File: config.mk
export PLATFORM = sky130hd
export DESIGN_NAME = rla_div
export DESIGN_NICKNAME = d
export VERILOG_FILES = /design/src/hdl/rla_pkg.sv /design/src/hdl/rla_div.sv
export SDC_FILE = /design/constraint.sdc
export NUM_CORES = 2
export LEC_CHECK = 0
export ABC_CLOCK_PERIOD_IN_PS = 2680
export BUFFER_PORTS_ARGS = -buffer_cell sky130_fd_sc_hd__buf_2
export CAP_MARGIN = 20
export CORE_MARGIN = 4
export CORE_UTILIZATION = 60
export CTS_CLUSTER_SIZE = 30
export DETAILED_ROUTE_END_ITERATION = 6
export PLACE_DENSITY = 0.77
export SLEW_MARGIN = 20
export SYNTH_ARGS = -nofsm -noshare
export SYNTH_HDL_FRONTEND = slang
export SYNTH_SLANG_ARGS = --single-unit
File: constraint.sdc
create_clock -name aclk -period 2.68 [get_ports aclk]
set_input_delay 0.268 -clock aclk [delete_from_list [all_inputs] [get_ports aclk]]
set_output_delay 0.268 -clock aclk [all_outputs]
set_load 0.005 [all_outputs]
File: src/hdl/rla_pkg.sv
// rla_pkg: shared types and constants for the rgb lightness adjust block
// no dependencies
package rla_pkg;

    typedef struct packed {
        logic [7:0] in_red;
        logic [7:0] in_green;
        logic [7:0] in_blue;
        logic [7:0] brightness;
    } rgb_in_t;

    typedef struct packed {
        logic [7:0] out_red;
        logic [7:0] out_green;
        logic [7:0] out_blue;
        logic [7:0] in_lightness;
    } rgb_out_t;

    // divider lanes: numerator and denominator are small integers
    localparam int NUM_W = 11;
    localparam int LANES = 2;

    localparam int LANE_SAT  = 0;
    localparam int LANE_HUE  = 1;

    // lightness values carried beside the divider
    localparam int SIDES     = 2;
    localparam int SIDE_LIN  = 0;
    localparam int SIDE_LNEW = 1;

endpackage

File: src/hdl/rla_div.sv
// rla_div: pipelined restoring divider, two lanes, one quotient bit per stage
// computes (num << FRAC_BITS) / den and delays the lightness values alongside; depends on rla_pkg
module rla_div #(
    parameter int FRAC_BITS = 16
) (
    input  logic                                          aclk,
    input  logic                                          aresetn,
    input  logic                                          ce,
    input  logic                                          in_valid,
    input  logic                                          in_grey,
    input  logic [rla_pkg::LANES-1:0][rla_pkg::NUM_W-1:0] num_i,
    input  logic [rla_pkg::LANES-1:0][rla_pkg::NUM_W-1:0] den_i,
    input  logic [rla_pkg::SIDES-1:0][FRAC_BITS:0]        side_i,
    output logic                                          out_valid,
    output logic                                          out_grey,
    output logic [rla_pkg::LANES-1:0][FRAC_BITS:0]        quo_o,
    output logic [rla_pkg::SIDES-1:0][FRAC_BITS:0]        side_o
);
    import rla_pkg::*;

    localparam int QW = FRAC_BITS + 1;

    logic [NUM_W-1:0] rem_reg  [QW][LANES];
    logic [NUM_W-1:0] rem_next [QW][LANES];
    logic [NUM_W-1:0] den_reg  [QW][LANES];
    logic [NUM_W-1:0] den_next [QW][LANES];
    logic [QW-1:0]    q_reg    [QW][LANES];
    logic [QW-1:0]    q_next   [QW][LANES];
    logic [QW-1:0]    bits_reg [QW][LANES];
    logic [QW-1:0]    bits_next[QW][LANES];
    logic [SIDES-1:0][QW-1:0] side_reg [QW];
    logic [QW-1:0]    valid_reg;
    logic [QW-1:0]    grey_reg;

    always_comb begin
        logic [NUM_W-1:0] p_rem, p_den;
        logic [QW-1:0]    p_q, p_bits;
        logic [NUM_W:0]   trial, diff;
        logic             ge;
        for (int s = 0; s < QW; s++) begin
            for (int l = 0; l < LANES; l++) begin
                if (s == 0) begin
                    p_rem  = {1'b0, num_i[l][NUM_W-1:1]};
                    p_bits = {num_i[l][0], {FRAC_BITS{1'b0}}};
                    p_q    = '0;
                    p_den  = den_i[l];
                end else begin
                    p_rem  = rem_reg[s-1][l];
                    p_bits = bits_reg[s-1][l];
                    p_q    = q_reg[s-1][l];
                    p_den  = den_reg[s-1][l];
                end
                trial = {p_rem, p_bits[QW-1]};
                diff  = trial - {1'b0, p_den};
                ge    = (trial >= {1'b0, p_den});
                rem_next[s][l]  = ge ? diff[NUM_W-1:0] : trial[NUM_W-1:0];
                q_next[s][l]    = {p_q[QW-2:0], ge};
                bits_next[s][l] = p_bits << 1;
                den_next[s][l]  = p_den;
            end
        end
    end

    always_ff @(posedge aclk) begin
        if (ce) begin
            rem_reg  <= rem_next;
            q_reg    <= q_next;
            bits_reg <= bits_next;
            den_reg  <= den_next;
            grey_reg <= {grey_reg[QW-2:0], in_grey};
            side_reg[0] <= side_i;
            for (int s = 1; s < QW; s++) begin
                side_reg[s] <= side_reg[s-1];
            end
        end
    end

    always_ff @(posedge aclk) begin
        if (!aresetn) begin
            valid_reg <= '0;
        end else if (ce) begin
            valid_reg <= {valid_reg[QW-2:0], in_valid};
        end
    end

    always_comb begin
        for (int l = 0; l < LANES; l++) begin
            quo_o[l] = q_reg[QW-1][l];
        end
    end

    assign out_valid = valid_reg[QW-1];
    assign out_grey  = grey_reg[QW-1];
    assign side_o    = side_reg[QW-1];

endmodule

# Word-level counts from Yosys, hierarchy flattened
# Memories as Yosys holds them, arrays and structs flattened.
# Index checks and enable logic that the tools add are counted.
[totals] mem_count=1 input_bits=83 mem_bits_rw=578 word_cells=231 out_inout_bits=70 regBits=1044
[mem_list] memory="side_reg" depth=17 width=34 rd=17 rd_ports_with_merged_regs=0 write_ports=17 line="rla_div.sv:31" source="logic [SIDES-1:0][QW-1:0] side_reg [QW];"
[op_classes] muxes=34 n_lt_le_gt_ge=34 addsub=32
[ops] operator="$ge A12 B11 Y1" count=32
[ops] operator="$mux W11" count=32
[ops] operator="$sub A11 B11 Y11" count=32
[ops] operator="$ge A11 B11 Y1" count=2
[ops] operator="$mux W1" count=2

# Longest topological paths before layout
[logic_depth] depth_word=2 depth_mapped=11 ltp_nobuf=10

# Worst setup path before layout
# Ideal clock, no wire load.
[synth_timing] path_type="reg-to-reg" startpoint="register rem_reg[308] in the netlist's numbering" endpoint="register rem_reg[287] in the netlist's numbering (data pin)" path_slack_ns=0.359 path_stages_with_launch=9 path_buffers=1 t_required_ns=2.420 arrival_ns=2.062 synth_period_minus_slack_ns=2.321 setup_ns=0.260 path_cell_list="edfxtp_1 ha_1 ha_1 o211ai_1 a211oi_1 nor4_1 o21a_1 clkbuf_1 mux2_2"
[synth_rtl] item="from (decl)" line="rla_div.sv:23" source="logic [NUM_W-1:0] rem_reg [QW][LANES];"
[synth_rtl] item="from (signal assigned)" line="rla_div.sv:66" source="rem_reg <= rem_next;"

==> key figures <==
Outcome
  – Status: complete, no violations

Placed design
  – GP Congestion: between 0.9 and 1
  – I/O Buffers: 152
  – Pre-CTS setup slack: between 0.1 and 0.15 ns
  – Dpl cell area: 73430 um^2
  – Detailed placer's ending HPWL: about 73000 um

Setup path
  – Critical path class: flip-flop to flip-flop
  – CP Max Fanout: 7
  – Worst EP arrival: between 3 and 4 ns
  – CP Capture Type: flip-flop
  – CP startpoint kind: flip-flop
  – CP Data Required Time: about 3.2 ns

Power
  – Peak VDD IR: slightly above 700 uV
  – Sequential share of power: between 40% and 50%
  – Sw Share: 28.87%
  – Net Sw Power: 23.78 mW
  – Power per cell area: 1035 nW/um^2
  – Leakage: approximately 30 nW
  – Clock share of power: 27.1%
  – Pint: between 50 and 60 mW
  – Logic pwr share: between 30% and 40%

GRT
  – Antenna violations before repair: 0
  – Vias in the first global route: around 39000
  – Overall routing resource usage: 18.25%
  – GR Overflow Total: 0
  – Largest net degree at the start of global routing: ~100
  – Global-route wire length before repair: 182600 um

Floorplan
  – Die height: about 350 um
  – Die width: between 300 and 400 um
  – Starting Density: around 60%
  – Std cell rows: 125
  – Io pins: 153
  – Core area: ~120000 um^2
  – Die footprint: 122200 um^2

Synthesis
  – Synthesized area: 70000 um^2
  – Mapped Cells: roughly 4600
  – Number of enable flip-flop cells after synthesis: ~1600
  – Sequential fraction of the synthesis area: roughly 69%
  – Mean Syn Cell Area: roughly 15 um^2
  – Synth cell types: 69
  – #FFs+latches synth: 1622
  – Asr flop ratio synth: 0%
  – Top FF cell, synth: edfxtp_1
  – Synth area leaders: edfxtp_1 (69%), ha_1 (6.6%), mux2_2 (3.7%)
  – Yosys top cell area share: between 60% and 70%
  – Post-synth top area cell: edfxtp_1
  – Yosys warns: 0
  – Syn_nets: between 5000 and 6000

Final layout
  – Fill cells: ~7600
  – Area grow syn2layout: 13.76%
  – Ant diodes: 0
  – Final Core Density: 68.61%
  – Final instance area: between 70000 and 80000 um^2
  – Max reg flops: ~580
  – Layout cells sized above 1: around 16%
  – Commonest non-fill, non-tap cells in the layout: edfxtp_1 (1605), inv_1 (438), ha_1 (372)
  – Most common cell after layout, fill and taps aside: edfxtp_1
  – Fin nets: approximately 5500

Clocking
  – CTS Sinks: ~1600
  – Worst skew pair latency: approximately 0.75 ns
  – H-tree depth reported by CTS: 4
  – Post-CTS setup buffers: 0
  – Max Buffers Root-to-Sink: 3
  – TritonCTS clock tree: yes
  – Worst-path clk slew: 0.06 ns
  – CTS Root Cell: clkbuf_16
  – Total CTS buffers: 162

STA
  – Final Cycle Share: a little over nine tenths
  – Final setup slack of the worst path: roughly 0.075 ns
  – Max Clk Rate: roughly 0.38 GHz
  – Unrepaired setup endpoints after global routing: no
  – Rel. slew slack: 53.28%
  – Final setup fails: 0
  – Least-Margin Pin Slew: approximately 0.69 ns
  – Clk_skew: 0.02185 ns
  – Fin Setup TNS: 0 ns
  – Tmin final: 2.605 ns
  – Hold Vio Cnt, Final: 0
  – Max-slew violations: 0

Routing
  – Vias per cell: roughly 5.5
  – DRT antenna net count: 0
  – DR pass1 iterations: 5
  – Vias: 36830
  – Post-DR wirelength/cell: around 17 um
  – Wirelength, routed: 110500 um
  – DRC: 0
  – 1st-iter DRT viols: about 1800

Worst hold path
  – HP Class: input port to flip-flop

Run
  – Max-Cap Viols: 0
[cell type report]
| class | count | area [um^2] | area share (%) |
|---|---|---|---|
| Multi-Input combinational cell | 2446 | 19330 | 24.27 |
| Sequential cell | 1622 | 48540 | 60.96 |
| Clock inverter | 98 | 1082 | 1.359 |
| Inverter | 438 | 1644 | 2.065 |
| Timing Repair Buffer | 359 | 2863 | 3.595 |
| Tap cell | 1524 | 1907 | 2.395 |
| Clock buffer | 199 | 4265 | 5.357 |
[worst max-delay path, stage by stage, from the launching register on]
cell      delay (ns)
edfxtp_1        0.44
ha_1            0.36
ha_1            0.20
o211ai_1        0.24
a211oi_1        0.13
nor4_1          0.18
o21a_1          0.32
inv_1           0.12
and2_1          0.17
a221oi_1        0.24
[power by group through the flow]
stage / Combinational (mW) / Sequential [mW] / Clock (mW)
2_1_floorplan: 18.6 / 35.2 / 0
3_3_place_gp: 23.4 / 35.7 / 0
3_5_place_dp: 24.1 / 35.9 / 0
4_1_cts: 24.5 / 35.4 / 22.9
5_1_grt: 27.4 / 35.8 / 24.1
6_report: 24.7 / 35.4 / 22.3
[through the flow]
step | hold WS (ns) | std cells | total power, mW
2_1_floorplan | 0.3669 | 4590 | 53.77
3_3_place_gp | 0.4000 | 6306 | 59.11
3_5_place_dp | 0.4045 | 6306 | 60.03
4_1_cts | 0.1433 | 6686 | 82.88
5_1_grt | 0.1654 | 6686 | 87.25
6_report | 0.2171 | 6686 | 82.38
[repair_timing]
action                                 4_1_cts  5_1_grt
gates resized for setup                      0        6
endpoints found under the hold margin      114        0
hold buffers                                83        0
setup endpoints to repair                    0        6
[cell families after synthesis]
family / share of synthesized area, %
muxes: 4.333
buffers and inverters: 3.076
xor gates and xnor gates: 2.953
AOI/OAI and AO/OA: 7.962
adders and majority gates: 7.565
and+or+nand+nor: 4.769
DFF: 69.34
[path summary, 6_finish.rpt]
kind	startpoint	to	slack, ns	cells past startpoint
setup / recovery	rem_reg[275]	rem_reg[262]	0.08	9
hold / removal	side_i[25]	side_reg[0][25]	0.22	2
setup reg to reg	rem_reg[275]	rem_reg[262]	0.08	9
hold reg to reg	side_reg[0][301]	side_reg[0][335]	0.40	0
[per-layer routing]
layer / global-route usage [%] / vias up / wire length (um)
li1: - / 18110 / -
met1: 19.81 / 17690 / 42650
met4: 8.168 / 0 / 4040
met2: 34.82 / 728 / 60220
met5: 0 / - / 0
met3: 3.001 / 306 / 3611
[Yosys cell counts (15+ instances only)]
| master | count |
|---|---|
| nor3_1 | 42 |
| inv_1 | 438 |
| nand4_1 | 23 |
| a41o_1 | 19 |
| fa_1 | 32 |
| o2111ai_1 | 34 |
| a21o_1 | 94 |
| o21a_1 | 53 |
| nor2b_1 | 55 |
| o31ai_1 | 15 |
| o211ai_1 | 20 |
| nand2_1 | 158 |
| a211oi_1 | 46 |
| nor2_1 | 165 |
| buf_2 | 28 |
| o21bai_1 | 17 |
| nand2b_1 | 58 |
| xnor2_1 | 150 |
| xor2_1 | 86 |
| o21ai_0 | 183 |
| clkbuf_1 | 15 |
| buf_4 | 38 |
| a31o_2 | 18 |
| nand3_1 | 67 |
| a21oi_1 | 273 |
| mux2i_1 | 30 |
| dfxtp_1 | 17 |
| or2_2 | 21 |
| a31oi_1 | 29 |
| ha_1 | 372 |
| edfxtp_1 | 1605 |
| mux2_2 | 232 |
Note: power is estimated with default switching activity, not from simulation.
