==> config.mk <==
export PLATFORM = sky130hd
export DESIGN_NAME = rla_front
export DESIGN_NICKNAME = d
export VERILOG_FILES = /design/src/hdl/rla_pkg.sv /design/src/hdl/rla_front.sv
export SDC_FILE = /design/constraint.sdc
export NUM_CORES = 1
export LEC_CHECK = 0
export BUFFER_PORTS_ARGS = -buffer_cell sky130_fd_sc_hd__buf_2
export CAP_MARGIN = 10
export CELL_PAD_IN_SITES_DETAIL_PLACEMENT = 0
export CELL_PAD_IN_SITES_GLOBAL_PLACEMENT = 2
export CORE_ASPECT_RATIO = 0.75
export CORE_MARGIN = 2
export CORE_UTILIZATION = 30
export CTS_CLUSTER_SIZE = 8
export DETAILED_ROUTE_END_ITERATION = 16
export PLACE_DENSITY_LB_ADDON = 0.1
export SLEW_MARGIN = 20
export SYNTH_ARGS = -nofsm -noshare
export SYNTH_HDL_FRONTEND = slang
export SYNTH_SLANG_ARGS = --single-unit
==> constraint.sdc <==
create_clock -name aclk -period 16.5 [get_ports aclk]
set_input_delay 0.825 -clock aclk [delete_from_list [all_inputs] [get_ports aclk]]
set_output_delay 0.825 -clock aclk [all_outputs]
set_load 0.02 [all_outputs]
==> src/hdl/rla_pkg.sv <==
// rla_pkg: shared types and constants for the rgb lightness adjust block
// no dependencies
package rla_pkg;

    typedef struct packed {
        logic [7:0] in_red;
        logic [7:0] in_green;
        logic [7:0] in_blue;
        logic [7:0] brightness;
    } rgb_in_t;

    typedef struct packed {
        logic [7:0] out_red;
        logic [7:0] out_green;
        logic [7:0] out_blue;
        logic [7:0] in_lightness;
    } rgb_out_t;

    // divider lanes: numerator and denominator are small integers
    localparam int NUM_W = 11;
    localparam int LANES = 2;

    localparam int LANE_SAT  = 0;
    localparam int LANE_HUE  = 1;

    // lightness values carried beside the divider
    localparam int SIDES     = 2;
    localparam int SIDE_LIN  = 0;
    localparam int SIDE_LNEW = 1;

endpackage

==> src/hdl/rla_front.sv <==
// rla_front: first stage, min/max, lightness, delta and hue numerator
// depends on rla_pkg
module rla_front #(
    parameter int FRAC_BITS = 16
) (
    input  logic                                          aclk,
    input  logic                                          aresetn,
    input  logic                                          ce,
    input  logic                                          in_valid,
    input  rla_pkg::rgb_in_t                              in_data,
    output logic                                          out_valid,
    output logic                                          out_grey,
    output logic [rla_pkg::LANES-1:0][rla_pkg::NUM_W-1:0] num_o,
    output logic [rla_pkg::LANES-1:0][rla_pkg::NUM_W-1:0] den_o,
    output logic [rla_pkg::SIDES-1:0][FRAC_BITS:0]        side_o
);
    import rla_pkg::*;

    localparam int QW     = FRAC_BITS + 1;
    localparam int Q_LNEW = (1 << FRAC_BITS) / 255;
    localparam int R_LNEW = (1 << FRAC_BITS) % 255;
    localparam int Q_LIN  = (1 << (FRAC_BITS - 1)) / 255;
    localparam int R_LIN  = (1 << (FRAC_BITS - 1)) % 255;

    logic [7:0]  r, g, b, mx, mn, d;
    logic [8:0]  sum, den_sat;
    logic signed [12:0] num_s, d_s;
    logic [NUM_W-1:0] num_hue, d6;
    logic [15:0] zl, zn;

    logic valid_reg;
    logic grey_reg, grey_next;
    logic [LANES-1:0][NUM_W-1:0] num_reg, num_next, den_reg, den_next;
    logic [SIDES-1:0][QW-1:0]    side_reg, side_next;

    // exact floor of z / 255 for z up to 65280
    function automatic logic [8:0] div255(input logic [15:0] z);
        logic [16:0] t;
        t = 17'(z) + 17'd1 + 17'(z[15:8]);
        return t[16:8];
    endfunction

    always_comb begin
        r = in_data.in_red;
        g = in_data.in_green;
        b = in_data.in_blue;
        mx = (r > g) ? r : g;
        mn = (r < g) ? r : g;
        if (b > mx) begin
            mx = b;
        end
        if (b < mn) begin
            mn = b;
        end
        sum = 9'(mx) + 9'(mn);
        d = mx - mn;
        den_sat = (sum > 9'd255) ? (9'd510 - sum) : sum;
        d_s = 13'(d);
        if (r > g && r > b) begin
            num_s = 13'(g) - 13'(b) + ((g < b) ? (d_s * 13'sd6) : 13'sd0);
        end else if (g > b) begin
            num_s = 13'(b) - 13'(r) + (d_s * 13'sd2);
        end else begin
            num_s = 13'(r) - 13'(g) + (d_s * 13'sd4);
        end
        num_hue = (num_s < 0) ? '0 : num_s[NUM_W-1:0];
        d6 = NUM_W'(d) * NUM_W'(6);
        grey_next = (mx == mn);
        num_next[LANE_SAT]  = NUM_W'(d);
        den_next[LANE_SAT]  = NUM_W'(den_sat);
        num_next[LANE_HUE]  = num_hue;
        den_next[LANE_HUE]  = d6;
        // divide by 255 as quotient and remainder of the constant scale
        zl = 16'(sum) * 16'(R_LIN);
        zn = 16'(in_data.brightness) * 16'(R_LNEW);
        side_next[SIDE_LIN]  = QW'(sum) * QW'(Q_LIN) + QW'(div255(zl));
        side_next[SIDE_LNEW] = QW'(in_data.brightness) * QW'(Q_LNEW) + QW'(div255(zn));
    end

    always_ff @(posedge aclk) begin
        if (!aresetn) begin
            valid_reg <= 1'b0;
        end else if (ce) begin
            valid_reg <= in_valid;
        end
    end

    always_ff @(posedge aclk) begin
        if (ce) begin
            grey_reg <= grey_next;
            num_reg  <= num_next;
            den_reg  <= den_next;
            side_reg <= side_next;
        end
    end

    assign out_valid = valid_reg;
    assign out_grey  = grey_reg;
    assign num_o     = num_reg;
    assign den_o     = den_reg;
    assign side_o    = side_reg;

endmodule

# After elaboration in Yosys (flattened, before gate mapping)
# Index checks and enable logic that the tools add are counted.
[word_totals] ff_bits=74 input_bits=36 out_inout_bits=80 wordCells=44
[op_classes] addsub=14 n_mul=3 order_cmp=9 eq_ne=1 muxes=8 reduce_logical=1
[op_table] op="$gt A8 B8 Y1" n=4
[op_table] op="$mux W8" n=4
[op_table] op="$sub A8 B8 Y9" n=3
[op_table] op="$mux W13" n=2
[op_table] op="$lt A8 B8 Y1" n=3
[op_table] op="$mul A8 B2 Y10 const B" n=2
[op_table] op="$add A16 B1 Y17 const B" n=1
[op_table] op="$add A16 B9 Y17" n=1
[op_table] op="$add A17 B1 Y17" n=1
[op_table] op="$add A17 B8 Y17" n=1
[op_table] op="$mul A8 B9 Y17 const B" n=1
[op_table] op="$add A9 B12 Y13" n=1
[op_table] op="$lt A13 B1 Y1 const B" n=1
[op_table] op="$add A9 B11 Y12" n=1
[op_table] op="$add A9 B10 Y11" n=1
[op_table] op="$mux W11" n=1
[op_table] op="$add A8 B1 Y9 const B" n=1
[op_table] op="$add A8 B8 Y9" n=1
[op_table] op="$gt A9 B8 Y1 const B" n=1
[op_table] op="$mux W9" n=1
[op_table] op="$sub A9 B9 Y9 const A" n=1
[op_table] op="$eq A8 B8 Y1" n=1
[op_table] op="$sub A8 B8 Y8" n=1
[op_table] op="$logic_and A1 B1 Y1" n=1

# Depth between registers and ports, before layout
[depth] ltp_word=10 ltp_mapped=45 depth_no_buf=42

# Worst setup path after synthesis
# OpenSTA, ideal clock, no wires.
[synth_path] path_kind="input port to flip-flop" startpoint="input in_data[18] in the netlist's numbering" endpoint="register side_reg, in the netlist side_o[14], data pin" setup_ps=268 arrival_time_ps=7714 required_time_ps=16232 path_slack_ps=8517 stages=36 n_path_buf=3 cell_sequence="inv_1 ha_1 nor2_1 a211oi_1 nor2_1 o21ai_2 clkbuf_1 nand2_1 o21ai_0 inv_1 ha_1 a21o_1 a211oi_1 o31ai_1 a21oi_1 buf_2 mux2i_1 ha_1 buf_4 nor2b_1 o21bai_1 a21oi_1 o21ai_0 and2_1 o21a_1 clkinv_1 ha_1 a31oi_1 or2_1 inv_1 ha_1 a21oi_1 or2_2 nor4_1 nand3_1 xnor2_1"
[synth_rtl] element="from (decl)" line_no="rla_front.sv:10" text="input rla_pkg::rgb_in_t in_data,"
[synth_rtl] element="to (signal assigned)" line_no="rla_front.sv:93" text="side_reg <= side_next;"
[synth_rtl] element="to (decl)" line_no="rla_front.sv:34" text="logic [SIDES-1:0][QW-1:0] side_reg, side_next;"

# Worst setup path after layout
[layout_path] startpoint="input in_data[20] in the netlist's numbering" endpoint="register num_reg, in the netlist num_o[21], data pin"
[layout_via] elab_chain_cells=10 word_cells_on_any_way=22 cone_classes="6 x add/sub; 1 x mul; 7 x order compare; 7 x mux; 1 x reduce/logical"
[layout_lines] element="$gt A8 B8 Y1 / $lt A8 B8 Y1 (equally long branches)" line_no="rla_front.sv:47, rla_front.sv:48"
[layout_lines] element="$mux W8 (on tied branches)" line_no="rla_front.sv:47, rla_front.sv:48"
[layout_lines] element="$gt A8 B8 Y1 / $lt A8 B8 Y1 (equally long branches)" line_no="rla_front.sv:49, rla_front.sv:52"
[layout_lines] element="$mux W8 (on tied branches)" line_no="rla_front.sv:49, rla_front.sv:52"
[layout_lines] element="$sub A8 B8 Y8 (*)" line_no="rla_front.sv:56" text="d = mx - mn;"
[layout_lines] element="net d[4]" line_no="rla_front.sv:25" text="logic [7:0] r, g, b, mx, mn, d;"
[layout_lines] element="$mul A8 B2 Y10" line_no="rla_front.sv:60" text="num_s = 13'(g) - 13'(b) + ((g < b) ? (d_s * 13'sd6) : 13'sd0);"
[layout_lines] element="$mux W11" line_no="rla_front.sv:60"
[layout_lines] element="$add A9 B12 Y13" line_no="rla_front.sv:60"
[layout_lines] element="$mux W13 (*)" line_no="rla_front.sv:59" text="if (r > g && r > b) begin"
[layout_lines] element="$lt A13 B1 Y1" line_no="rla_front.sv:66" text="num_hue = (num_s < 0) ? '0 : num_s[NUM_W-1:0];"
[layout_lines] element="to (signal assigned)" line_no="rla_front.sv:91" text="num_reg <= num_next;"
[layout_lines] element="to (decl)" line_no="rla_front.sv:33" text="logic [LANES-1:0][NUM_W-1:0] num_reg, num_next, den_reg, den_next;"
# Mark *: on every way through the listed nets, which the timed path passes. The rest lies on a longest branch.
# A chain may end at the register's enable or synchronous reset.

==> run metrics <==
sw power 0.926 mW; leakage power 3.69 nW; Worst EP required 16550 ps; Final nets 1021; Clk pwr share 10.3%; Inserted Clock Buffers 9; # hold bufs at CTS 0; crit path DAT around 10000 ps; Min-Delay Startpoint out_valid; placed instance area 8020 um^2; RSZ-0062 raised after global routing no; internal power around 0.96 mW; clock-pin transition on the worst setup and hold timing paths approximately 60 ps; Antenna Nets Post-Route 0; commonest non-fill, non-tap cell in the layout buf_2; CP startpoint kind primary input; First DRT Iteration DRCs 373; routed length per instance approximately 18 um; DRC errors left 0; clk_lat worst skew ~340 ps; GRT overflow 0; number of max-cap violations 0; diode count 0; Crit-path slowest cell xnor2_1; number of vias per cell 4.99; pin count of the biggest net entering global routing 73; commonest non-fill, non-tap cells in the layout 109 x buf_2, 93 x ha_1, 71 x edfxtp_1, 66 x inv_1, 65 x a21oi_1; maximum fanout along the worst path 18; Via Count 5949; gpl congestion ~0.86; cell area power density 227 nW/um^2; logic gate share of total power 71.8%; final non-filler cell total 1193; I/O pin cnt between 100 and 150; first-pass GRT wire length 34.2 mm; Worst Tran Pin Value between 1000 and 1500 ps; worst hold endpoint out_valid; Synth warnings 0; drt first pass iters 5; VDD IR max 0.0618 mV; skew final 0 ps; Synth Instances 771; Tcrit/Tclk final between 60 and 70%; Pwr Total 1.89 mW; ys flop type edfxtp_1; initial antenna violation count 0; design area 8310 um^2; total track usage 17.6%; min cycle time layout 10030 ps; worst reg2reg path endpoint out_valid; die height 138 um; status complete, no violations; post-detail-place hpwl 18.0 mm; dpl ws 6110 ps; post-CTS setup repair buffer count 0; register share of total power 18.0%; fin util 35.0%; crit path capture type register; PortBufs between 100 and 150; filler cell count 2458; f_max between 90 and 100 MHz; crit-path max cell delay 630 ps; Final setup viols 0; crit path buf inv count 5; Avg Inst Size Synth just over 9 um^2; Die ar. 25200 um^2; clock sink count about 70; number of synthesized flops with an enable pin ~70; row cnt 49; CTS root buf clkbuf_16; Cell Count Post-Placement 1177; post-CTS sizing 0; worst hold path class register to register; final worst setup slack roughly 6500 ps; Initial Utilization 30.3%; die width 183 um; Hold Slack roughly 530 ps; Worst Hold Depth 2; layout cells sized above 1 17.1%; R2R setup slack 15900 ps; CP Class primary input to register; TritonCTS clock tree yes; core box area 23700 um^2; Area Growth Syn to Fin 15.7%; Rel. slew slack 31.0%; sequential fraction of the synthesis area 29.9%; asr flop ratio synth 0%; Netlist cell types 63; H-tree depth 3; WL final 21.8 mm; reg2reg start out_valid; worst-case reg-to-reg path depth 2; Synth Register Bits a little over 70; Top Family by Delay on Critical Path compound AO/OA/AOI/OAI gates; setup TNS 0 ps; Netlist Area Pre-Place 7190 um^2; Net Sw Frac 49.0%; Fin. Hold Viols 0; deepest clock path buffer count 2; Final Max Tran Viols 0; vias in the first global route 5996
cells in the mapped netlist, types with 2 or more instances:
library cell   n  area [um^2]
or3_1          2         12.5
nor2_1        64          240
a211oi_1      16          120
nand3_1       16         80.1
and2_1         7         43.8
o21a_1        13         97.6
and3_1        15         93.8
a21o_1        17          128
buf_4         11         82.6
clkbuf_8       4         55.1
nor3_1        18         90.1
ha_1          93         1160
mux2_2         2         22.5
nor3_2         3         30.0
mux2i_1       29          290
nor4_1         4         25.0
o21ai_2        2         17.5
o21ai_1        2         10.0
a211o_1        3         26.3
xnor2_1       51          447
edfxtp_1      71         2130
o31ai_1        3         22.5
clkbuf_1       4         15.0
nand2_1       38          143
a21oi_1       65          325
nand2b_1      12         75.1
nor3b_1        3         22.5
fa_1          10          200
o31a_1         4         35.0
nor2b_1       11         68.8
a31oi_1        3         18.8
o21bai_1       7         52.6
nand4_1        4         25.0
inv_1         66          248
a2111oi_0      2         17.5
or2_2          3         18.8
o21ai_0       36          180
xor2_1        25          219
o211ai_1       6         45.0
a21boi_0       3         22.5
cells by family (layout without fill, tap and decap cells):
logic type | Yosys count | count (layout) | synth area share (%)
fa+ha+maj | 105 | 105 | 19.3
flops | 72 | 72 | 29.9
xor+xnor | 76 | 76 | 9.26
mux | 31 | 31 | 4.35
simple gates | 206 | 206 | 14.4
other cells | 1 | 6 | 0.0522
buf+inv | 88 | 199 | 5.85
compound gates | 192 | 192 | 16.9
worst max path at each step:
stage	cells after the start	endpoint	slack [ps]	start
5_1_grt	38	num_o[21]	5360	in_data[18]
3_3_place_gp	38	num_o[21]	6310	in_data[17]
6_report	39	num_o[21]	6470	in_data[20]
2_1_floorplan	36	side_o[14]	8520	in_data[18]
3_5_place_dp	38	num_o[21]	6110	in_data[20]
4_1_cts	38	num_o[21]	6400	in_data[20]
final cells by class:
class                      count  area (um^2)  area share [%]
tap                          306          383            4.61
clock inverter                 7         63.8           0.768
sequential                    72         2150            25.9
timing repair buffer         116          598            7.19
multi-input combinational    616         4640            55.8
inverter                      67          251            3.03
clock buffer                   9          225            2.71
state kept, by name, summed over array words and instances, names as in the netlist:
name       cells
out_valid      1
den_o         18
out_grey       1
side_o        34
num_o         18
layer usage:
layer / GRT usage [%] / wire length, um / vias to the layer above
met1: 26.4 / 11500 / 2811
met2: 26.1 / 9150 / 128
met3: 2.87 / 908 / 17
met5: 0 / 0 / -
li1: - / - / 2993
met4: 4.16 / 272 / 0
power groups by stage:
stage	sequential, mW	combinational (mW)	clock, mW
finish	0.339	1.36	0.194
global route	0.347	1.51	0.209
CTS	0.341	1.37	0.202
detailed placement	0.344	1.36	0
global placement	0.342	1.35	0
floorplan	0.433	0.911	0
tightest hold or removal path, stage by stage, from the launching register on:
cell,delay (ps)
dfxtp_1,330
mux2i_1,70
nor2b_1,100
Power figures use the tool's default switching activity.
