[config.mk]
export PLATFORM = sky130hd
export DESIGN_NAME = rla_back
export DESIGN_NICKNAME = d
export VERILOG_FILES = /design/src/hdl/rla_pkg.sv /design/src/hdl/rla_back.sv
export SDC_FILE = /design/constraint.sdc
export NUM_CORES = 2
export LEC_CHECK = 0
export ABC_AREA = 1
export ABC_CLOCK_PERIOD_IN_PS = 17800
export BUFFER_PORTS_ARGS = -buffer_cell sky130_fd_sc_hd__buf_2
export CAP_MARGIN = 40
export CORE_MARGIN = 2
export CORE_UTILIZATION = 30
export CTS_BUF_LIST = sky130_fd_sc_hd__clkbuf_8 sky130_fd_sc_hd__clkbuf_16
export CTS_CLUSTER_DIAMETER = 120
export DETAILED_ROUTE_END_ITERATION = 12
export PLACE_DENSITY = 0.49
export SETUP_SLACK_MARGIN = 0.15
export SLEW_MARGIN = 20
export SYNTH_ARGS = -nofsm -noshare
export SYNTH_HDL_FRONTEND = slang
export SYNTH_SLANG_ARGS = --single-unit
[constraint.sdc]
create_clock -name aclk -period 17.8 [get_ports aclk]
set_input_delay 0 -clock aclk [delete_from_list [all_inputs] [get_ports aclk]]
set_output_delay 0 -clock aclk [all_outputs]
set_load 0.01 [all_outputs]
[src/hdl/rla_pkg.sv]
// rla_pkg: shared types and constants for the rgb lightness adjust block
// no dependencies
package rla_pkg;

    typedef struct packed {
        logic [7:0] in_red;
        logic [7:0] in_green;
        logic [7:0] in_blue;
        logic [7:0] brightness;
    } rgb_in_t;

    typedef struct packed {
        logic [7:0] out_red;
        logic [7:0] out_green;
        logic [7:0] out_blue;
        logic [7:0] in_lightness;
    } rgb_out_t;

    // divider lanes: numerator and denominator are small integers
    localparam int NUM_W = 11;
    localparam int LANES = 2;

    localparam int LANE_SAT  = 0;
    localparam int LANE_HUE  = 1;

    // lightness values carried beside the divider
    localparam int SIDES     = 2;
    localparam int SIDE_LIN  = 0;
    localparam int SIDE_LNEW = 1;

endpackage

[src/hdl/rla_back.sv]
// rla_back: hsl to rgb stages and byte conversion, ending in the output register
// depends on rla_pkg
module rla_back #(
    parameter int FRAC_BITS = 16
) (
    input  logic                                   aclk,
    input  logic                                   aresetn,
    input  logic                                   ce,
    input  logic                                   in_valid,
    input  logic                                   in_grey,
    input  logic [rla_pkg::LANES-1:0][FRAC_BITS:0] quo_i,
    input  logic [rla_pkg::SIDES-1:0][FRAC_BITS:0] side_i,
    output logic                                   m_valid,
    output rla_pkg::rgb_out_t                      m_data
);
    import rla_pkg::*;

    localparam int QW = FRAC_BITS + 1;
    localparam int HW = QW + 1;
    localparam int TW = FRAC_BITS + 5;
    localparam int XW = HW + 9;

    localparam logic [QW-1:0] HALF_Q = QW'(1) << (FRAC_BITS - 1);
    localparam logic signed [TW-1:0] ONE_T   = TW'(1) << FRAC_BITS;
    localparam logic signed [TW-1:0] THIRD_T = TW'(2) << FRAC_BITS;
    localparam logic signed [TW-1:0] THREE_T = TW'(3) << FRAC_BITS;
    localparam logic signed [TW-1:0] FOUR_T  = TW'(4) << FRAC_BITS;
    localparam logic signed [TW-1:0] SIX_T   = TW'(6) << FRAC_BITS;
    localparam logic [XW-1:0] HALF_X = XW'(1) << (FRAC_BITS - 1);

    typedef enum logic [1:0] {REG_RISE, REG_HIGH, REG_FALL, REG_LOW} region_t;

    typedef struct packed {
        region_t       region;
        logic [QW-1:0] fac;
    } chan_t;

    function automatic chan_t chan_pos(input logic signed [TW-1:0] t_in);
        logic signed [TW-1:0] t, rest;
        chan_t c;
        t = t_in;
        if (t < 0) begin
            t = t + SIX_T;
        end
        if (t > SIX_T) begin
            t = t - SIX_T;
        end
        rest = FOUR_T - t;
        c.fac = '0;
        priority if (t < ONE_T) begin
            c.region = REG_RISE;
            c.fac    = t[QW-1:0];
        end else if (t < THREE_T) begin
            c.region = REG_HIGH;
        end else if (t < FOUR_T) begin
            c.region = REG_FALL;
            c.fac    = rest[QW-1:0];
        end else begin
            c.region = REG_LOW;
        end
        return c;
    endfunction

    function automatic logic [7:0] to_byte(input logic [HW-1:0] v);
        logic [XW-1:0] x;
        logic [XW-FRAC_BITS-1:0] q;
        x = XW'({v, 8'h00}) - XW'(v) + HALF_X;
        q = x[XW-1:FRAC_BITS];
        return (q > (XW-FRAC_BITS)'(255)) ? 8'hFF : q[7:0];
    endfunction

    // stage 1: lightness times saturation
    logic          v1_reg, grey1_reg;
    logic [QW-1:0] prod1_reg, lnew1_reg, sat1_reg, hue1_reg, lin1_reg;

    // stage 2: hi, lo and channel positions
    logic          v2_reg, grey2_reg;
    logic [HW-1:0] hi2_reg, lo2_reg, span2_reg, lnew2_reg, lin2_reg;
    chan_t         ch2_reg [3];
    logic [HW-1:0] hi_next, lo_next, two_l;
    logic signed [TW-1:0] t6, hue_s;
    chan_t         ch_next [3];

    // stage 3: channel levels
    logic          v3_reg;
    logic [HW-1:0] lvl3_reg [3];
    logic [HW-1:0] lin3_reg;
    logic [HW-1:0] lvl_next [3];

    // output register
    logic     m_valid_reg;
    rgb_out_t m_data_reg;

    always_ff @(posedge aclk) begin
        if (!aresetn) begin
            v1_reg      <= 1'b0;
            v2_reg      <= 1'b0;
            v3_reg      <= 1'b0;
            m_valid_reg <= 1'b0;
        end else if (ce) begin
            v1_reg      <= in_valid;
            v2_reg      <= v1_reg;
            v3_reg      <= v2_reg;
            m_valid_reg <= v3_reg;
        end
    end

    logic [2*QW-1:0] prod_in;
    assign prod_in = side_i[SIDE_LNEW] * quo_i[LANE_SAT];

    always_ff @(posedge aclk) begin
        if (ce) begin
            grey1_reg <= in_grey;
            prod1_reg <= prod_in[FRAC_BITS +: QW];
            lnew1_reg <= side_i[SIDE_LNEW];
            sat1_reg  <= quo_i[LANE_SAT];
            hue1_reg  <= quo_i[LANE_HUE];
            lin1_reg  <= side_i[SIDE_LIN];
        end
    end

    always_comb begin
        if (lnew1_reg < HALF_Q) begin
            hi_next = HW'(lnew1_reg) + HW'(prod1_reg);
        end else begin
            hi_next = HW'(lnew1_reg) + HW'(sat1_reg) - HW'(prod1_reg);
        end
        two_l   = {lnew1_reg, 1'b0};
        lo_next = (two_l >= hi_next) ? (two_l - hi_next) : '0;
        hue_s   = signed'(TW'(hue1_reg));
        t6      = (hue_s <<< 2) + (hue_s <<< 1);
        ch_next[0] = chan_pos(t6 + THIRD_T);
        ch_next[1] = chan_pos(t6);
        ch_next[2] = chan_pos(t6 - THIRD_T);
    end

    always_ff @(posedge aclk) begin
        if (ce) begin
            grey2_reg <= grey1_reg;
            hi2_reg   <= hi_next;
            lo2_reg   <= lo_next;
            span2_reg <= hi_next - lo_next;
            lnew2_reg <= HW'(lnew1_reg);
            lin2_reg  <= HW'(lin1_reg);
            ch2_reg   <= ch_next;
        end
    end

    always_comb begin
        logic [HW+QW-1:0] ramp;
        for (int c = 0; c < 3; c++) begin
            ramp = span2_reg * ch2_reg[c].fac;
            unique case (ch2_reg[c].region)
                REG_RISE, REG_FALL: lvl_next[c] = lo2_reg + ramp[FRAC_BITS +: HW];
                REG_HIGH:           lvl_next[c] = hi2_reg;
                REG_LOW:            lvl_next[c] = lo2_reg;
                default:            lvl_next[c] = lo2_reg;
            endcase
            if (grey2_reg) begin
                lvl_next[c] = lnew2_reg;
            end
        end
    end

    always_ff @(posedge aclk) begin
        if (ce) begin
            lvl3_reg <= lvl_next;
            lin3_reg <= lin2_reg;
            m_data_reg.out_red      <= to_byte(lvl3_reg[0]);
            m_data_reg.out_green    <= to_byte(lvl3_reg[1]);
            m_data_reg.out_blue     <= to_byte(lvl3_reg[2]);
            m_data_reg.in_lightness <= to_byte(lin3_reg);
        end
    end

    assign m_valid = m_valid_reg;
    assign m_data  = m_data_reg;

endmodule

* Yosys cells after proc, flatten, opt, wreduce, memory -nomap -nowiden
Index checks and enable logic that the tools add are counted.
** Storage, ports and cells
- Register bits :: 339
- Word-level logic and storage cells :: 136
- Bits of input ports :: 73
- Output and inout port bits :: 33
** Operators by class
- Multiply operators :: 4
- Order comparisons :: 21
- Reductions and logical operators :: 9
- Mux-type cells :: 29
- Add/sub/neg operators :: 28
- Equal/unequal tests :: 9
** Operators by type and width (number)
- 17-bit two-way mux :: 12
- 18-bit one-hot mux with 3 select lines :: 3
- 21-bit two-way mux :: 6
- 18-bit by 17-bit multiplier with 34-bit output :: 3
- 27-bit by 16-bit adder with 27-bit output, second input constant :: 3
- 26-bit by 18-bit subtractor with 27-bit output :: 3
- 21-bit by 20-bit > comparator with 1-bit output, second input constant :: 3
- 21-bit by 18-bit less-than comparator with 1-bit output, second input constant :: 3
- 21-bit by 19-bit less-than comparator with 1-bit output, second input constant :: 3
- 21-bit by 20-bit less-than comparator with 1-bit output, second input constant :: 3
- 21-bit by 20-bit subtractor with 21-bit output, second input constant :: 3
- 18-bit adder :: 3
- 1-bit by 17-bit subtractor with 17-bit output, first input constant :: 3
- 11-bit by 8-bit > comparator with 1-bit output, second input constant :: 4
- 21-bit by 20-bit adder with 21-bit output, second input constant :: 2
- 21-bit by 1-bit less-than comparator with 1-bit output, second input constant :: 2
- 17-bit by 17-bit adder with 18-bit output :: 2
- 18-bit two-way mux :: 2
- 18-bit subtractor :: 2
- 17-bit by 17-bit multiplier with 33-bit output :: 1
- 26-bit by 17-bit adder with 27-bit output, second input constant :: 1
- 25-bit by 17-bit subtractor with 26-bit output :: 1
- 20-bit by 18-bit adder with 21-bit output, second input constant :: 1
- 20-bit by 19-bit adder with 21-bit output, second input constant :: 1
- 11 further kinds :: 30

* Longest topological paths before layout
- Depth after elaboration :: 10
- Gate-level depth with buffers :: 43
- Depth with buffers taken out :: 41

* Least setup slack after synthesis
Ideal clock, no wire load.
- Kind :: flip-flop to flip-flop
- From :: register span2_reg[14]
- To :: register lvl3_reg[49] in the netlist's numbering (data pin)
- Library setup time :: 254 ps
- Buffers on the path :: 2
- Slack :: 10391 ps
- Clock period less this slack :: 7409 ps
- Arrival :: 7155 ps
- Cell stages (with the launch flop) :: 35
- Cells stage by stage :: edfxtp_1 clkbuf_1 clkbuf_1 nand2_1 fa_1 fa_1 fa_1 inv_1 fa_1 fa_1 inv_1 fa_1 inv_1 ha_1 nand2_1 inv_1 a221oi_1 o21ai_0 a21oi_1 nor2_1 nor2_1 o21ai_0 xor2_1 ha_1 nand2_1 nor3_1 nand4_1 o21ai_0 nand2_1 o21ai_0 a21oi_1 o21ai_0 o221ai_1 nand2_1 nand2_1
** RTL lines
- start: declaration :: line rla_back.sv:78 : logic [HW-1:0] hi2_reg, lo2_reg, span2_reg, lnew2_reg, lin2_reg;
- start signal: assignment :: line rla_back.sv:142 : span2_reg <= hi_next - lo_next;
- end signal: assignment :: line rla_back.sv:167 : lvl3_reg <= lvl_next;
- end: declaration :: line rla_back.sv:86 : logic [HW-1:0] lvl3_reg [3];

==> impl_metrics.tcl <==
set metrics [dict create \
    cts-buffers-inserted 42 \
    fin_setup_tns_ns 0 \
    drcViolationCount 0 \
    cts_num_sinks 336 \
    antenna_left 0 \
    hpwlAfterDp_um 150000 \
    ys_top_cells_by_area "fa_1 (29%), edfxtp_1 (16%), ha_1 (14%)" \
    track_usage 0.179 \
    r2r_slack_ns 8.76 \
    fin_skew_ns 0.0477 \
    syn_avg_cell_area_um2 7.91 \
    cp-start-kind "flip-flop" \
    postCtsSetupBuffers 0 \
    crit_path_max_incr_delay_ns 0.56 \
    clk_latency_ns 0.68 \
    critPathBufInv 5 \
    r2r-end "lvl3_reg[16]$_DFFE_PP_" \
    max_freq_mhz 111 \
    initial_core_util 0.301 \
    cts_root_buf "clkbuf_16" \
    status "finished clean" \
    wl_um 190000 \
    hold_end "lin1_reg[15]$_DFFE_PP_" \
    cp.required_ns 18.23 \
    async_flop_share 0 \
    setup_viol 0 \
    gr-total-overflow 0 \
    ys_seq_area_frac 0.159 \
    synth_ff_type "edfxtp_1" \
    finalNetCount 9658 \
    post-route-period-util 0.508 \
    max_cap_viol_count 0 \
    synth_warnings 0 \
    syn2layout_area_growth_pct 9.66 \
    die_y_um 462 \
    rr_worst_depth 30 \
    yosysTopAreaCell "fa_1" \
    ys_ff_latch 336 \
    grt_pass1_vias 52900 \
    drive_gt1_frac 0.0423 \
    slew_violations 0 \
    worstPathMaxFanout 25 \
    io_buffers 105 \
    min_period_ns 9.04 \
    ios 106 \
    crit_slowest_cell "fa_1" \
    tightest_slew_ns 0.909 \
    synth_edf_count 332 \
    antenna_found_initial 8 \
    r2r-start "span2_reg[11]$_DFFE_PP_" \
    syn_inst 7970 \
    crit_path_frequent_cell "nand2_1" \
    clock_path_buffers 3 \
    min_path_cells 2 \
    hp-class "input pin to flip-flop" \
    place_congestion 0.920 \
    cp.arrival_ns 9.47 \
    setup.worst_path.end_class "flip-flop" \
    die_area_um2 214000 \
    vias 50400 \
    grt_pass1_wl_um 301000 \
    die_width_um 462 \
    rows 168 \
    syn_nets 9650 \
    drtPass1Iterations 6 \
    synthesis.area_um2 63000 \
    critPathKind "flip-flop to flip-flop" \
    cts_htree_levels 2 \
    synthTopCellsByCount "inv_1 (2,104), nand2_1 (1,978), fa_1 (905)" \
    min_from "side_i[15]" \
    wl_per_cell_um 17.6 \
    rsz0062_at_grt "no" \
    cts_tree "built" \
    post-synth-top-area-fraction 0.287 \
    relSlewSlack 0.394 \
    grt_max_degree 89 \
    clk_pin_slew_ns 0.07 \
    hold_violations 0 \
    num-fill-cells 22200 \
    core_area_um2 209000 \
    cp_top_family "adder cells" \
    synth.most_common_cell "inv_1" \
    viasPerCell 4.66 \
    synth_cell_types 63 \
    drtIter0Drc 3025 \
]
cell families after synthesis:
| logic type | after synthesis | share of synthesized area |
|---|---|---|
| DFF | 336 | 0.159 |
| adders and majority gates | 1607 | 0.427 |
| buffers and inverters | 2406 | 0.144 |
| and+or+nand+nor | 2651 | 0.172 |
| other | 1 | 0.0000595 |
| xor gates and xnor gates | 200 | 0.0283 |
| AOI/OAI and AO/OA | 769 | 0.0691 |
layer usage:
metal	vias up	track usage	share of wire
li1	24000	-	-
met1	24800	0.233	0.44
met2	1233	0.313	0.48
met3	272	0.0158	0.043
met4	4	0.0545	0.032
met5	-	0	0.00017
final cells by class:
cell class,instances,area [um^2],area share
multi-input combinational,5228,43900,0.635
sequential,336,10000,0.145
inverter,2114,7940,0.115
tap,2805,3510,0.0508
timing repair buffer,256,2170,0.0314
clock buffer,42,1050,0.0152
clock inverter,35,505,0.00731
antenna,1,2.50,0.0000362
worst max path at each step:
stage,from,end,slack (ns),depth (start not counted)
2_1_floorplan,span2_reg[14]$_DFFE_PP_,lvl3_reg[49]$_DFFE_PP_,10.39,34
3_3_place_gp,span2_reg[13]$_DFFE_PP_,lvl3_reg[16]$_DFFE_PP_,8.72,31
3_5_place_dp,span2_reg[11]$_DFFE_PP_,lvl3_reg[16]$_DFFE_PP_,8.85,29
4_1_cts,span2_reg[13]$_DFFE_PP_,lvl3_reg[16]$_DFFE_PP_,8.84,31
5_1_grt,span2_reg[5]$_DFFE_PP_,lvl3_reg[49]$_DFFE_PP_,8.12,35
6_report,span2_reg[11]$_DFFE_PP_,lvl3_reg[16]$_DFFE_PP_,8.76,30
stage by stage:
step / setup WS, ns / utilization / hold WS (ns) / cells / cell area, um^2
2_1_floorplan: 10.39 / - / 0.0989 / 7970 / 63000
3_3_place_gp: 8.72 / 0.317 / 0.177 / 10600 / 66200
3_5_place_dp: 8.85 / 0.319 / 0.178 / 10700 / 66700
4_1_cts: 8.84 / 0.330 / 0.0281 / 10800 / 69000
5_1_grt: 8.12 / 0.330 / 0.0411 / 10800 / 69100
6_report: 8.76 / 0.330 / 0.0596 / 10800 / 69100
layout by cell type, fill, tap and decap left out, types with 23 or more instances in the layout:
master / instances
or2_2: 25
nand4_1: 59
edfxtp_1: 332
nor2_1: 249
fa_1: 905
inv_1: 2107
buf_4: 42
clkbuf_16: 42
ha_1: 702
nand2_1: 1978
xor2_1: 109
xnor2_1: 87
o221ai_1: 42
o21bai_1: 23
dlygate4sd3_1: 73
o21ai_0: 220
buf_8: 23
nor3_1: 38
a21oi_1: 366
nand3_1: 217
buf_2: 105
repair_timing:
item	4_1_cts	5_1_grt
hold buffers	73	0
gates resized for setup	0	0
endpoints found under the hold margin	160	0
worst reg2reg max path, delay by kind of cell (launching register included):
family                     cells  cell delay, ns
adders and majority gates      8            3.76
AOI/OAI and AO/OA              6            1.83
and+or+nand+nor               10            1.44
buffers and inverters          5            1.08
xor gates and xnor gates       1            0.36
DFF                            1            0.33
Power is left out: the tool's default activity adds up to more than one toggle a clock period on the data nets, which glitch-free logic cannot reach.
